===== config.mk =====
export PLATFORM = sky130hd
export DESIGN_NAME = spqsf_ctrl
export DESIGN_NICKNAME = d
export VERILOG_FILES = /design/src/sv/spqsf_pkg.sv /design/src/sv/spqsf_ctrl.sv
export SDC_FILE = /design/constraint.sdc
export NUM_CORES = 1
export LEC_CHECK = 0
export BUFFER_PORTS_ARGS = -buffer_cell sky130_fd_sc_hd__buf_2
export CORE_AREA = 5 5 42 44
export DETAILED_ROUTE_END_ITERATION = 16
export DIE_AREA = 0 0 47 49
export SLEW_MARGIN = 20
export SYNTH_ARGS = -nofsm -noshare
export SYNTH_HDL_FRONTEND = slang
export SYNTH_SLANG_ARGS = --single-unit

===== constraint.sdc =====
create_clock -name i_clk -period 1.1 [get_ports i_clk]
set_clock_uncertainty 0.2 [all_clocks]
set_input_delay 0.11 -clock i_clk [delete_from_list [all_inputs] [get_ports i_clk]]
set_output_delay 0.11 -clock i_clk [all_outputs]
set_load 0.05 [all_outputs]

===== src/sv/spqsf_pkg.sv =====
package spqsf_pkg;

    localparam int unsigned DEF_POOL_DEPTH     = 1024;
    localparam int unsigned DEF_NUM_PRIORITIES = 4;
    localparam int unsigned DEF_SKIP_SLOTS     = 4;
    localparam int unsigned DEF_NUM_QUEUES     = 2;

    typedef enum logic [1:0] {
        REQ_ENQ      = 2'd0,
        REQ_DEQ      = 2'd1,
        REQ_SKIP_ADD = 2'd2,
        REQ_SKIP_CLR = 2'd3
    } t_req;

    typedef enum logic [1:0] {
        ST_OK       = 2'd0,
        ST_FULL     = 2'd1,
        ST_NONE     = 2'd2,
        ST_SKIPFULL = 2'd3
    } t_status;

    typedef struct packed {
        t_req        req_type;
        logic        queue_sel;
        logic [1:0]  prio;
        logic [63:0] item_key;
        logic        at_front;
        logic [31:0] handle_in;
    } t_in_item;

    typedef struct packed {
        t_status     status;
        logic [31:0] handle_out;
    } t_out_item;

    typedef enum logic [2:0] {
        S_IDLE,
        S_DEC,
        S_ENQ_RD,
        S_ENQ_LINK,
        S_DQ_LIST,
        S_DQ_RD,
        S_DQ_CHK
    } t_state;

    typedef struct packed {
        logic latch;
        logic enq_full;
        logic enq_link;
        logic dq_init;
        logic dq_head;
        logic dq_dec;
        logic dq_take;
        logic dq_adv;
        logic dq_none;
        logic skip_add;
        logic skip_clr;
    } t_cmd;

    typedef struct packed {
        t_req req_type;
        logic qok;
        logic fc_zero;
        logic list_ne;
        logic p_zero;
        logic last;
        logic skipped;
    } t_sts;

endpackage


===== src/sv/spqsf_ctrl.sv =====
module spqsf_ctrl
    import spqsf_pkg::*;
(
    input  logic i_clk,
    input  logic i_rst_n,
    input  logic start,
    input  t_sts i_sts,
    output t_cmd o_cmd,
    output logic busy
);

    t_state r_state, n_state;

    always_ff @(posedge i_clk) begin
        if (!i_rst_n) begin
            r_state <= S_IDLE;
        end else begin
            r_state <= n_state;
        end
    end

    always_comb begin
        n_state = r_state;
        unique case (r_state)
            S_IDLE: begin
                if (start) n_state = S_DEC;
            end
            S_DEC: begin
                n_state = S_IDLE;
                unique case (i_sts.req_type)
                    REQ_ENQ: begin
                        if (i_sts.qok && !i_sts.fc_zero) n_state = S_ENQ_RD;
                    end
                    REQ_DEQ: begin
                        if (i_sts.qok) n_state = S_DQ_LIST;
                    end
                    default: n_state = S_IDLE;
                endcase
            end
            S_ENQ_RD:   n_state = S_ENQ_LINK;
            S_ENQ_LINK: n_state = S_IDLE;
            S_DQ_LIST: begin
                if (i_sts.list_ne) n_state = S_DQ_RD;
                else if (i_sts.p_zero) n_state = S_IDLE;
            end
            S_DQ_RD: n_state = S_DQ_CHK;
            S_DQ_CHK: begin
                if (!i_sts.skipped) n_state = S_IDLE;
                else if (i_sts.last) n_state = i_sts.p_zero ? S_IDLE : S_DQ_LIST;
                else n_state = S_DQ_RD;
            end
            default: n_state = S_IDLE;
        endcase
    end

    always_comb begin
        o_cmd = '0;
        unique case (r_state)
            S_IDLE: o_cmd.latch = start;
            S_DEC: begin
                unique case (i_sts.req_type)
                    REQ_ENQ: o_cmd.enq_full = !i_sts.qok || i_sts.fc_zero;
                    REQ_DEQ: begin
                        o_cmd.dq_init = i_sts.qok;
                        o_cmd.dq_none = !i_sts.qok;
                    end
                    REQ_SKIP_ADD: o_cmd.skip_add = 1'b1;
                    default:      o_cmd.skip_clr = 1'b1;
                endcase
            end
            S_ENQ_LINK: o_cmd.enq_link = 1'b1;
            S_DQ_LIST: begin
                o_cmd.dq_head = i_sts.list_ne;
                o_cmd.dq_none = !i_sts.list_ne && i_sts.p_zero;
                o_cmd.dq_dec  = !i_sts.list_ne && !i_sts.p_zero;
            end
            S_DQ_CHK: begin
                o_cmd.dq_take = !i_sts.skipped;
                o_cmd.dq_adv  = i_sts.skipped && !i_sts.last;
                o_cmd.dq_none = i_sts.skipped && i_sts.last && i_sts.p_zero;
                o_cmd.dq_dec  = i_sts.skipped && i_sts.last && !i_sts.p_zero;
            end
            default: o_cmd = '0;
        endcase
    end

    assign busy = (r_state != S_IDLE);

`ifndef SYNTHESIS
    a_dec_after_idle: assert property (@(posedge i_clk) disable iff (!i_rst_n)
        (r_state == S_DEC) |-> ($past(r_state) == S_IDLE))
        else $error("decode not entered from idle");
    a_one_final_cmd: assert property (@(posedge i_clk) disable iff (!i_rst_n)
        $countones({o_cmd.enq_full, o_cmd.enq_link, o_cmd.dq_take, o_cmd.dq_none,
                    o_cmd.skip_add, o_cmd.skip_clr}) <= 1)
        else $error("more than one result command");
    a_link_after_read: assert property (@(posedge i_clk) disable iff (!i_rst_n)
        (r_state == S_ENQ_LINK) |-> ($past(r_state) == S_ENQ_RD))
        else $error("link without free stack read");
`endif

endmodule


Word level (Yosys, flattened, before mapping)
Cells that the tools add are included.

word-level totals
  flip-flop bits (word level) = 3
  bits of input ports = 11
  logic and storage cells = 54

cells by class
  eq/ne operators = 10
  muxes and demuxes = 24
  reduce and logical (&&, ||, !) cells = 19

operator list
  operator              count
  $mux W3               7
  $pmux W3 S6           1
  $mux W1               10
  $eq A3 B3 Y1 const B  3
  $logic_and A1 B1 Y1   7
  $eq A3 B2 Y1 const B  2
  $logic_not A1 Y1      6
  $mux W2               3
  $pmux W3 S2           1
  $eq A3 B1 Y1 const B  1
  $logic_not A3 Y1      1
  $ne A3 B3 Y1 const B  1
  $pmux W1 S3           1
  $reduce_bool A3 Y1    1
  $reduce_or A3 Y1      1
  $eq A2 B1 Y1 const B  1
  $eq A2 B2 Y1 const B  1
  $logic_not A2 Y1      1
  $ne A2 B2 Y1 const B  1
  $pmux W1 S2           1
  $reduce_and A2 Y1     1
  $logic_or A1 B1 Y1    1

Longest topological paths before layout
  word-level depth = 5
  mapped depth = 4
  gate-level depth less buffers = 3

Worst setup path before layout
OpenSTA, ideal clock, no wires.

  path type = flip-flop to output port
  start point = reg r_state[2]
  end point = out o_cmd[1] (netlist name)
  data arrival time = 2.131 ns
  data required time = 0.790 ns
  slack = -1.341 ns
  cell stages (with the launch flop) = 4
  path buffers = 1
  cells stage by stage = dfxtp_1 buf_2 or2b_1 nor4_1

RTL lines
  element                   line              source
  start: declaration        spqsf_ctrl.sv:12  t_state r_state, n_state;
  start signal: assignment  spqsf_ctrl.sv:18  r_state <= n_state;
  end: declaration          spqsf_ctrl.sv:8   output t_cmd o_cmd,

==> results.toml <==
[worst_setup_path]
required_ns = 0.79
ff2ff_setup_slack_ns = -0.36
slowest_delay_ns = 0.36
worst-r2r-cell-count = 5
r2r_end = "r_state[2]"
worstPathCellList = "nand4bb_4 > o32ai_4 > buf_6"
slowest_stage = "dfxtp_4"
cp-start-kind = "flop"
cp-end-kind = "output port"
path_max_fanout = 7
crit_arrival_ns = 1.29
r2r_start = "r_state[0]"
crit_type = "reg -> out"

[sta]
maxSlewViolCount = 0
hold_viol_final = 0
finalCritPeriodShare_pct = 146
final.min_clock_period_ns = 1.60
fmax_mhz = 624
rsz0062_at_grt = "yes"
setup_ws_ns = -0.503
hold-worst-slack_ns = 0.142
setup_violations = 15
slew_headroom_pct = 81.2
worst_slew_pin_slew_ns = 0.282

[clocking]
clk_pin_slew_worst_paths_ns = 0.03
clock_latency_ns = 0.23
numCtsBuffers = 3
clock_sinks = 3
cts_tree = "done"
htreeDepth = 1
cts-root-buf = "clkbuf_4"
cts_buffer_depth = 2

[status]
violations = "negative setup slack"
status = "complete, but fails checks"

[global_routing]
grt_max_degree = 9
track_usage_pct = 13.2
grt_pass1_vias = 525
grt_pass1_wl_um = 2270
gr-total-overflow = 0
antenna_found_initial = 0

[pwr]
peakVddDrop_mv = 0.918
p_per_area_mw_per_mm2 = 605
p_leak_uw = 0.000375

[floorplan]
die_area_mm2 = 0.00230
fp.dieH_um = 49
initial_utilization_pct = 22.6
core_mm2 = 0.00140
num_rows = 14
ioPinCount = 23
die_w_um = 47

[detailed_routing]
vias = 503
vias_per_cell = 4.75
routedWlPerCell_um = 12.0
drt_wl_total_um = 1270
antenna_left = 0
drt_iter0_drc = 1
drcViolationCount = 0
drt-pass1-iter-count = 3

[synth]
synthCells = 45
yosysWarnings = 0
syn_area_um2 = 317
seq_area_frac_synth_pct = 19.0
synthesis.nets = 56
syn_avg_cell_area_um2 = 7.03
synth_cell_types = 25
synth_seq_cells = 3

[placed_design]
dpl_worst_slack_ns = -0.377
place_congestion = 0.729
hpwlAfterDp_um = 1060
io_buffers = 22

[cells_and_area]
syn2layout_area_growth_pct = 183
top_regs = "r_state: 3 flops"
largest_reg_flops = 3
top_register = "r_state"
finalNetCount = 102
num_antenna_cells = 0
drive_above_1_share_pct = 75.6

[worst_hold_path]
whs_endpoint = "r_state[0]"
hp-class = "in -> reg"
holdPathStages = 4
min_from = "i_sts[0]"

[flow_run]
max_cap_viol_count = 0
==> cells by family after synthesis <==
family	share of synthesized area, %
DFF	19.0
buffers and inverters	7.90
and+or+nand+nor	51.4
AOI/OAI and AO/OA	21.7
==> synthesized netlist by cell type <==
library cell / n / area [µm²]
o31a_1: 1 / 8.76
o32ai_1: 1 / 8.76
dfxtp_1: 3 / 60.1
a21boi_0: 1 / 7.51
inv_1: 4 / 15.0
buf_2: 2 / 10.0
nand2b_1: 1 / 6.26
nor3b_1: 2 / 15.0
or2b_1: 1 / 7.51
o2111a_1: 1 / 11.3
nor2b_1: 3 / 18.8
nor3_1: 2 / 10.0
nand4bb_2: 1 / 16.3
nor2_1: 9 / 33.8
nor4b_1: 1 / 8.76
nor3b_2: 1 / 12.5
nand2_1: 2 / 7.51
nand3_1: 1 / 5.00
a21oi_1: 2 / 10.0
a31oi_1: 1 / 6.26
a221oi_1: 1 / 8.76
nor4_1: 1 / 6.26
or3_1: 1 / 6.26
o211ai_1: 1 / 7.51
nand4b_1: 1 / 8.76
==> worst max-delay path: cells and delay by family (launching register included) <==
family	cells	cell delay, ns
compound gates	1	0.25
buf+inv	1	0.19
flops	1	0.36
simple gates	1	0.27
==> per-stage QoR <==
| stage | setup TNS, ns | util [%] | instances | cell area [µm²] | power, µW |
|---|---|---|---|---|---|
| after floorplan | -3.85 | - | 45 | 505 | 242 |
| after global placement | -4.16 | 53.9 | 100 | 756 | 336 |
| after detailed placement | -4.39 | 53.9 | 100 | 756 | 338 |
| after CTS | -6.15 | 63.7 | 106 | 892 | 554 |
| after global routing | -7.00 | 63.8 | 106 | 895 | 586 |
| final | -6.02 | 63.8 | 106 | 895 | 541 |
==> layer usage <==
layer | track usage, % | vias to the layer above | wire (µm)
met3 | 3.69 | 2 | 50
met4 | 4.61 | 0 | 8
met5 | 0 | - | 0
met1 | 15.4 | 236 | 497
li1 | - | 256 | -
met2 | 21.9 | 9 | 712
==> report_power, final <==
group	leakage [µW]	internal, µW	switching [µW]
registers	0.0000267	109	10.1
logic	0.000333	112	123
clock network	0.0000150	136	51.7
total	0.000375	356	185
==> repair_timing <==
| action | in CTS | in global routing |
|---|---|---|
| pin swaps | 6 | 1 |
| setup buffers | 1 | 0 |
| hold endpoints to repair | 3 | 0 |
| hold buffers | 1 | 0 |
| endpoints found under the setup margin | 15 | 15 |
| gates resized for setup | 28 | 1 |
==> area by class of cell <==
class	instances	area [µm²]
Clock buffer	4	26.3
Fill cell	119	507
Inverter	4	17.5
Multi-Input combinational cell	36	410
Sequential cell	3	71.3
Tap cell	16	20.0
Timing Repair Buffer	43	349
==> how the worst max path moves through the flow <==
| stage | startpoint | to | cells past startpoint |
|---|---|---|---|
| finish | r_state[2] | o_cmd[2] | 3 |
| global route | r_state[2] | o_cmd[7] | 3 |
| CTS | r_state[2] | o_cmd[2] | 3 |
| detailed placement | r_state[1] | o_cmd[2] | 3 |
| global placement | r_state[1] | o_cmd[2] | 3 |
| floorplan | r_state[1] | o_cmd[10] | 3 |
==> placed cells by master (no fill, tap or decap) <==
| master | Yosys | layout |
|---|---|---|
| nor3b_1 | 2 | 1 |
| buf_6 | 0 | 11 |
| buf_2 | 2 | 10 |
| clkbuf_4 | 0 | 3 |
| nand2_4 | 0 | 1 |
| nor2b_1 | 3 | 3 |
| nand4b_1 | 1 | 1 |
| or3_4 | 0 | 1 |
| nand2b_4 | 0 | 1 |
| nor3_4 | 0 | 2 |
| buf_8 | 0 | 1 |
| nor2_2 | 0 | 1 |
| inv_4 | 0 | 1 |
| nand2_1 | 2 | 1 |
| o211ai_1 | 1 | 1 |
| dfxtp_4 | 0 | 3 |
| a21oi_1 | 2 | 2 |
| nor3b_4 | 0 | 2 |
| a221oi_1 | 1 | 1 |
| a31oi_4 | 0 | 1 |
| clkbuf_1 | 0 | 1 |
| o31a_1 | 1 | 1 |
| nor2_1 | 9 | 3 |
| o2111a_1 | 1 | 1 |
| buf_4 | 0 | 20 |
| or2b_4 | 0 | 1 |
| nor2_4 | 0 | 5 |
| dlygate4sd3_1 | 0 | 1 |
| o32ai_4 | 0 | 1 |
| nand4bb_4 | 0 | 1 |
| nor4b_4 | 0 | 1 |
| inv_1 | 4 | 3 |
| nor4_4 | 0 | 1 |
| nand3_1 | 1 | 1 |
| a21boi_0 | 1 | 1 |
No activity file was read; power rests on OpenSTA's default activity.
